`src/differential_drive_odometry_assert.svh`:
```
// ----------------------------------------------------------------------------
// Odometry assertion macros
// Shorthand for clocked implication checks on clock / reset.
// ----------------------------------------------------------------------------
`ifndef DIFFERENTIAL_DRIVE_ODOMETRY_ASSERT_SVH
`define DIFFERENTIAL_DRIVE_ODOMETRY_ASSERT_SVH

// same-cycle implication
`define DDO_ASSERT_HOLDS(label, ante, cons, msg) \
   label: assert property (@(posedge clock) disable iff (reset) (ante) |-> (cons)) \
      else $error(msg);

// next-cycle implication
`define DDO_ASSERT_NEXT(label, ante, cons, msg) \
   label: assert property (@(posedge clock) disable iff (reset) (ante) |=> (cons)) \
      else $error(msg);

`endif

```
`src/ddo_pkg.sv`:
```
// ----------------------------------------------------------------------------
// ddo_pkg
// Shared types, constants and helpers of the differential drive odometry.
// ----------------------------------------------------------------------------
`timescale 1ns / 1ps

package ddo_pkg;

   localparam int CORDIC_STEPS_DEF = 16;
   localparam int POS_FRAC_DEF     = 16;
   localparam int ATAN_LEN         = 30;
   localparam int CNT_W            = 5;
   localparam int TMAG_W           = 54;
   localparam int ACC_W            = 80;

   localparam logic [31:0] MPC_RESET  = 32'd429497;
   localparam logic [23:0] IWB_RESET  = 24'd218453;
   localparam logic [15:0] RATE_RESET = 16'd100;

   localparam logic [1:0] CSR_MPC  = 2'd0;
   localparam logic [1:0] CSR_IWB  = 2'd1;
   localparam logic [1:0] CSR_RATE = 2'd2;

   localparam logic signed [35:0] PI_Q28      = 36'sd843314857;
   localparam logic signed [35:0] TWO_PI_Q28  = 36'sd1686629714;
   localparam logic [31:0]        FOUR_PI_Q28 = 32'd3373259428;
   localparam logic signed [35:0] PI_Q30      = 36'sd3373259426;
   localparam logic signed [35:0] HALF_PI_Q30 = 36'sd1686629713;
   localparam logic signed [35:0] GAIN_Q30    = 36'sd652032874;
   // floor(2^63 / 4pi_q28): quotient estimate of the heading reduction
   localparam logic [31:0]        RECIP_4PI   =
      32'(64'h8000_0000_0000_0000 / 64'd3373259428);

   typedef enum logic [4:0] {
      ST_IDLE, ST_CLEAR, ST_SUM, ST_KMUL, ST_KQ, ST_TLO, ST_THI, ST_TACC, ST_TMAG,
      ST_QEST, ST_QMUL, ST_MOD, ST_MODFIX, ST_ANG, ST_CINIT, ST_CSTEP, ST_TRIG,
      ST_XLO, ST_XHI, ST_YLO, ST_YHI, ST_LLO, ST_LHI, ST_RLO, ST_RHI, ST_RACC,
      ST_COMMIT, ST_DONE
   } state_type;

   typedef enum logic [3:0] {
      DP_NOP, DP_LOAD, DP_CLEAR, DP_SMAG, DP_KQ, DP_TMAG, DP_MOD, DP_MODFIX, DP_ANG,
      DP_CINIT, DP_CSTEP, DP_TRIG, DP_FINX, DP_FINY, DP_FINLIN, DP_FINTURN
   } dp_op_type;

   typedef enum logic [3:0] {
      MS_NONE, MS_SUM, MS_K, MS_TLO, MS_THI, MS_QEST, MS_QMUL, MS_XLO, MS_XHI,
      MS_YLO, MS_YHI, MS_LLO, MS_LHI, MS_RLO, MS_RHI
   } msel_type;

   typedef enum logic [1:0] {ACC_HOLD, ACC_LOAD, ACC_ADD} acc_type;

   typedef struct packed {
      dp_op_type          op;
      msel_type           msel;
      acc_type            acc;
      logic [CNT_W-1:0]   iter;
   } dp_cmd_type;

   typedef struct packed {
      logic start;
      logic clear_op;
      logic out_free;
   } hs_in_type;

   typedef struct packed {
      logic idle;
      logic deliver;
   } hs_out_type;

   typedef struct packed {
      logic signed [31:0] turn_rate;
      logic signed [31:0] linear_speed;
      logic signed [30:0] heading;
      logic signed [31:0] pos_y;
      logic signed [31:0] pos_x;
   } res_type;

   function automatic logic [30:0] atan_q30(input logic [CNT_W-1:0] idx);
      logic [30:0] v;
      case (idx)
         5'd0:  v = 31'd843314856;
         5'd1:  v = 31'd497837829;
         5'd2:  v = 31'd263043836;
         5'd3:  v = 31'd133525158;
         5'd4:  v = 31'd67021686;
         5'd5:  v = 31'd33543515;
         5'd6:  v = 31'd16775850;
         5'd7:  v = 31'd8388437;
         5'd8:  v = 31'd4194282;
         5'd9:  v = 31'd2097149;
         5'd10: v = 31'd1048575;
         5'd11: v = 31'd524287;
         5'd12: v = 31'd262143;
         5'd13: v = 31'd131071;
         5'd14: v = 31'd65535;
         5'd15: v = 31'd32767;
         5'd16: v = 31'd16383;
         5'd17: v = 31'd8191;
         5'd18: v = 31'd4095;
         5'd19: v = 31'd2047;
         5'd20: v = 31'd1023;
         5'd21: v = 31'd511;
         5'd22: v = 31'd255;
         5'd23: v = 31'd127;
         5'd24: v = 31'd63;
         5'd25: v = 31'd31;
         5'd26: v = 31'd15;
         5'd27: v = 31'd8;
         5'd28: v = 31'd4;
         5'd29: v = 31'd2;
         default: v = 31'd0;
      endcase
      return v;
   endfunction

   // magnitude plus sign into a saturated 32-bit word
   function automatic logic signed [31:0] sat_mag(input logic [63:0] mag, input logic neg);
      logic signed [31:0] v;
      if (neg) begin
         v = (mag > 64'h8000_0000) ? 32'sh8000_0000 : 32'(-mag);
      end else begin
         v = (mag > 64'h7FFF_FFFF) ? 32'sh7FFF_FFFF : 32'(mag);
      end
      return v;
   endfunction

   function automatic logic signed [31:0] sat32(input logic signed [63:0] v);
      logic signed [31:0] r;
      if (v > 64'sh7FFF_FFFF) begin
         r = 32'sh7FFF_FFFF;
      end else if (v < -64'sh8000_0000) begin
         r = 32'sh8000_0000;
      end else begin
         r = v[31:0];
      end
      return r;
   endfunction

   // fold an angle plus pi lying in (-2pi, 4pi) back into [-pi, pi)
   function automatic logic signed [30:0] wrap_q28(input logic signed [35:0] t);
      logic signed [35:0] u;
      if (t < 0) begin
         u = t + TWO_PI_Q28;
      end else if (t >= TWO_PI_Q28) begin
         u = t - TWO_PI_Q28;
      end else begin
         u = t;
      end
      u = u - PI_Q28;
      return u[30:0];
   endfunction

endpackage

```
`src/ddo_ctrl.sv`:
```
// ----------------------------------------------------------------------------
// ddo_ctrl
// Sequencer: walks the datapath through one odometry update or pose clear per word.
// ----------------------------------------------------------------------------
`timescale 1ns / 1ps
`include "differential_drive_odometry_assert.svh"

module ddo_ctrl #(
   parameter int CORDIC_STEPS = ddo_pkg::CORDIC_STEPS_DEF
) (
   input  logic                clock,
   input  logic                reset,
   input  ddo_pkg::hs_in_type  hs_in,
   output ddo_pkg::hs_out_type hs_out,
   output ddo_pkg::dp_cmd_type cmd
);
   import ddo_pkg::*;

   localparam int CSTEPS = (CORDIC_STEPS < ATAN_LEN) ? CORDIC_STEPS : ATAN_LEN;
   localparam logic [CNT_W-1:0] CLAST    = CNT_W'(CSTEPS - 1);

   state_type        state_ff, state_in;
   logic [CNT_W-1:0] cnt_ff, cnt_in;

   always_ff @(posedge clock) begin
      if (reset) begin
         state_ff <= ST_IDLE;
         cnt_ff   <= '0;
      end else begin
         state_ff <= state_in;
         cnt_ff   <= cnt_in;
      end
   end

   always_comb begin
      state_in       = state_ff;
      cnt_in         = '0;
      cmd.op         = DP_NOP;
      cmd.msel       = MS_NONE;
      cmd.acc        = ACC_HOLD;
      cmd.iter       = cnt_ff;
      hs_out.idle    = 1'b0;
      hs_out.deliver = 1'b0;
      unique case (state_ff)
         ST_IDLE: begin
            hs_out.idle = 1'b1;
            if (hs_in.start) begin
               cmd.op   = DP_LOAD;
               state_in = hs_in.clear_op ? ST_CLEAR : ST_SUM;
            end
         end
         ST_CLEAR: begin
            cmd.op   = DP_CLEAR;
            state_in = ST_DONE;
         end
         ST_SUM: begin
            cmd.msel = MS_SUM;
            state_in = ST_KMUL;
         end
         ST_KMUL: begin
            cmd.msel = MS_K;
            cmd.op   = DP_SMAG;
            state_in = ST_KQ;
         end
         ST_KQ: begin
            cmd.op   = DP_KQ;
            state_in = ST_TLO;
         end
         ST_TLO: begin
            cmd.msel = MS_TLO;
            state_in = ST_THI;
         end
         ST_THI: begin
            cmd.msel = MS_THI;
            cmd.acc  = ACC_LOAD;
            state_in = ST_TACC;
         end
         ST_TACC: begin
            cmd.acc  = ACC_ADD;
            state_in = ST_TMAG;
         end
         ST_TMAG: begin
            cmd.op   = DP_TMAG;
            state_in = ST_QEST;
         end
         ST_QEST: begin
            cmd.msel = MS_QEST;
            state_in = ST_QMUL;
         end
         ST_QMUL: begin
            cmd.msel = MS_QMUL;
            state_in = ST_MOD;
         end
         ST_MOD: begin
            cmd.op   = DP_MOD;
            state_in = ST_MODFIX;
         end
         ST_MODFIX: begin
            cmd.op   = DP_MODFIX;
            state_in = ST_ANG;
         end
         ST_ANG: begin
            cmd.op   = DP_ANG;
            state_in = ST_CINIT;
         end
         ST_CINIT: begin
            cmd.op   = DP_CINIT;
            state_in = ST_CSTEP;
         end
         ST_CSTEP: begin
            cmd.op = DP_CSTEP;
            if (cnt_ff == CLAST) begin
               state_in = ST_TRIG;
            end else begin
               cnt_in = cnt_ff + 1'b1;
            end
         end
         ST_TRIG: begin
            cmd.op   = DP_TRIG;
            state_in = ST_XLO;
         end
         ST_XLO: begin
            cmd.msel = MS_XLO;
            state_in = ST_XHI;
         end
         ST_XHI: begin
            cmd.msel = MS_XHI;
            cmd.acc  = ACC_LOAD;
            state_in = ST_YLO;
         end
         ST_YLO: begin
            cmd.msel = MS_YLO;
            cmd.acc  = ACC_ADD;
            state_in = ST_YHI;
         end
         ST_YHI: begin
            cmd.msel = MS_YHI;
            cmd.op   = DP_FINX;
            cmd.acc  = ACC_LOAD;
            state_in = ST_LLO;
         end
         ST_LLO: begin
            cmd.msel = MS_LLO;
            cmd.acc  = ACC_ADD;
            state_in = ST_LHI;
         end
         ST_LHI: begin
            cmd.msel = MS_LHI;
            cmd.op   = DP_FINY;
            cmd.acc  = ACC_LOAD;
            state_in = ST_RLO;
         end
         ST_RLO: begin
            cmd.msel = MS_RLO;
            cmd.acc  = ACC_ADD;
            state_in = ST_RHI;
         end
         ST_RHI: begin
            cmd.msel = MS_RHI;
            cmd.op   = DP_FINLIN;
            cmd.acc  = ACC_LOAD;
            state_in = ST_RACC;
         end
         ST_RACC: begin
            cmd.acc  = ACC_ADD;
            state_in = ST_COMMIT;
         end
         ST_COMMIT: begin
            cmd.op   = DP_FINTURN;
            state_in = ST_DONE;
         end
         ST_DONE: begin
            if (hs_in.out_free) begin
               hs_out.deliver = 1'b1;
               state_in       = ST_IDLE;
            end
         end
         default: state_in = ST_IDLE;
      endcase
   end

   `DDO_ASSERT_HOLDS(a_start_idle, hs_in.start, state_ff == ST_IDLE, "word taken while busy")
   `DDO_ASSERT_NEXT(a_cordic_end, state_ff == ST_CSTEP && cnt_ff == CLAST, state_ff == ST_TRIG, "rotation count off")
   `DDO_ASSERT_NEXT(a_mod_fix, state_ff == ST_MOD, state_ff == ST_MODFIX, "reduction skipped")
   `DDO_ASSERT_NEXT(a_done_hold, state_ff == ST_DONE && !hs_in.out_free, state_ff == ST_DONE, "result dropped under stall")
   `DDO_ASSERT_HOLDS(a_idle_cnt, state_ff == ST_IDLE, cnt_ff == '0, "counter not cleared")

endmodule

```
`config.mk`:
```
export PLATFORM = sky130hd
export DESIGN_NAME = ddo_ctrl
export DESIGN_NICKNAME = d
export VERILOG_FILES = /design/src/ddo_pkg.sv /design/src/ddo_ctrl.sv
export VERILOG_INCLUDE_DIRS = /design/src /design/src/src
export SDC_FILE = /design/constraint.sdc
export NUM_CORES = 1
export LEC_CHECK = 0
export BUFFER_PORTS_ARGS = -buffer_cell sky130_fd_sc_hd__clkbuf_2
export CAP_MARGIN = 20
export CORE_MARGIN = 8
export CORE_UTILIZATION = 45
export DETAILED_ROUTE_END_ITERATION = 8
export PLACE_DENSITY = 0.71
export SLEW_MARGIN = 15
export SYNTH_ARGS = -nofsm -noshare
export SYNTH_HDL_FRONTEND = slang
export SYNTH_SLANG_ARGS = --single-unit
```
`constraint.sdc`:
```
create_clock -name clock -period 3.4 [get_ports clock]
set_input_delay 0.68 -clock clock [delete_from_list [all_inputs] [get_ports clock]]
set_output_delay 0.68 -clock clock [all_outputs]
set_load 0.02 [all_outputs]
```
==> metrics.yaml <==
status:
  status: "complete, no violations"
sta:
  final_max_slew_viol_count: 0
  relSlewSlack: 0.404
  period_needed_ns: 2.83
  setup_viol: 0
  fin_skew_ns: 0.0105
  rsz0062_at_grt: "no"
  max_freq_ghz: 0.353
  fin_crit_sh: 0.833
  setup_ws_ns: 0.567
  tightest_slew_ns: 0.893
  hold_violations: 0
  fin_tns_setup_ns: 0
layout:
  area_growth_pct: 11.4
  n_antenna_cell: 0
  instances_no_fill: 165
  fin_nets: 146
  fin_area_um2: 1010
  layout-drive-gt1-share: 0.203
grt:
  grt_pass1_vias: 811
  grt_max_degree: 30
  antenna_found_initial: 0
  track_usage: 0.126
  grt_pass1_wl_um: 3680
  grt_overflow: 0
pwr:
  internal_power_mw: 0.436
  switching_share: 0.529
  p_sw_mw: 0.489
  p_seq_frac: 0.314
  power.leakage_nw: 0.396
  combPwrFrac: 0.572
  power.total_mw: 0.926
  peakVddDrop_mv: 0.414
  cellPowerDensity_nw_per_um2: 914
  pwr-share-clk: 0.114
placement:
  post-place-cells: 161
  portBuffers: 21
  post_dp_cell_area_um2: 976
  gp_congestion: 0.829
  dp_hpwl_um: 1610
  dp_slack_ns: 0.878
logic_synthesis:
  synth-warning-count: 0
  synth_edf_count: 0
  ys_top_cells_by_count: "nor2_1 (16), dfxtp_1 (10), o21ai_0 (10), a21oi_1 (9), buf_2 (9)"
  yosysSeqAreaShare: 0.220
  synthCells: 127
  syn_nets: 134
  yosysMostFrequentCell: "nor2_1"
  ys_ff_latch: 10
  synth_largest_area_cell: "dfxtp_1"
  synth_top_area_frac: 0.220
  async_reset_ff_frac: 0
  synth_area_leaders: "dfxtp_1 (22%), nor2_1 (6.6%), o21ai_0 (5.5%)"
  synth_area_um2: 908
  syn_area_per_cell_um2: 7.15
  synth_flop_cell: "dfxtp_1"
  yosysUniqueCellTypes: 43
drt:
  vias: 949
  totalWireLength_um: 2220
  ant_nets: 0
  drt-pass1-iter-count: 4
  avgRoutedWirePerCell_um: 13.5
  drc: 0
  first_iter_violations: 22
  routed_via_density: 5.75
cts:
  clk_pin_slew_ns: 0.07
  clk_latency_ns: 0.27
  root_buffer: "clkbuf_4"
  holdBufCountCts: 0
  cts_resized: 0
  clock_path_buffers: 2
  cts_made_buffers: 3
  post_cts_buffers: 0
  cts_tree: "built"
  clock_sinks: 10
  htree_levels: 1
floorplanning:
  core_area_um2: 1940
  initial_core_util: 0.468
  num_rows: 16
  die_width_um: 60.9
  num_io_pins: 22
  dieArea_um2: 3710
  die_h_um: 60.9
min_path:
  holdPathStages: 1
  hold_path.class: "flip-flop to flip-flop"
critical_path:
  cpPeakStageDelay_ns: 0.84
  crit_fanout: 26
  cp-start-kind: "flip-flop"
  critPathKind: "flip-flop to output pin"
  cp_data_arrival_time_ns: 2.15
  required_ns: 2.72
  endpoint_kind: "output pin"
  path_cells: "inv_1 > a21o_1 > a221o_1 > o41ai_1 > clkbuf_2"
  cp_slowest_cell: "dfxtp_1"
  r2r_cells: 4
job:
  cap_violations: 0
## final timing paths
kind	from	to	slack [ns]
setup / recovery	state_ff[3]	cmd[11]	0.57
hold / removal	cnt_ff[0]	cnt_ff[0]	0.49
setup reg to reg	state_ff[1]	cnt_ff[0]	1.22
hold reg to reg	cnt_ff[0]	cnt_ff[0]	0.49
## placed cells by master, fill, tap and decap left out, types with 2 or more instances in the layout
cell type,instances
ha_1,2
clkbuf_4,3
a32oi_1,2
nand2_1,5
nor2_1,16
a21o_1,3
o21a_1,2
nand3_1,4
a21oi_1,9
o31ai_1,2
nand2b_1,5
xor2_1,3
o32ai_1,2
nor3_1,6
nor2b_1,2
nor4_1,2
o21ai_0,10
a2111oi_0,2
dfxtp_1,10
clkbuf_2,21
inv_1,5
## power groups by stage
stage	Clock, mW	Sequential [mW]	Combinational, mW
after global routing	0.116	0.309	0.586
after floorplan	0	0.152	0.561
after detailed placement	0	0.291	0.532
after global placement	0	0.286	0.525
final	0.106	0.291	0.529
after CTS	0.109	0.287	0.533
## critical path, delay by kind of cell, from the launching register on
family	cells	cell delay (ns)
DFF	1	0.84
AOI/OAI and AO/OA	3	0.56
buffers and inverters	2	0.48
## routing by layer
layer  up-vias  global-route usage  share of wire
li1        496                   -              -
met1       429               0.161           0.47
met2        24               0.202           0.46
met3         0              0.0466          0.067
met4         0              0.0133              0
met5         -                   0              0
## sequential cells by signal, indices dropped and copies added (netlist names)
| register | count |
|---|---|
| state_ff | 5 |
| cnt_ff | 5 |
## logic make-up (layout without fill, tap and decap cells)
group / count (synthesis) / count (layout) / share of synthesized area
AO/OA/AOI/OAI: 44 / 44 / 0.337
XOR/XNOR: 4 / 4 / 0.0386
adder cells (fa/ha/maj): 2 / 2 / 0.0275
buffers and inverters: 19 / 30 / 0.0992
flip-flops: 10 / 10 / 0.220
multiplexers: 1 / 1 / 0.0110
AND/OR/NAND/NOR: 47 / 47 / 0.266
## through the flow
stage,hold WS (ns),util
final,0.489,0.521
after global routing,0.512,0.521
after CTS,0.495,0.521
after detailed placement,0.456,0.503
after global placement,0.449,0.503
after floorplan,0.519,-
## final cells by class
class                   count  area, um2
well taps                  27       33.8
inverters                   5       18.8
fillers                   212        930
multi-input cells          98        618
repair buffers             21        105
clock buffers               4       36.3
flip-flops and latches     10        200
(Power assumes the default switching activity.)
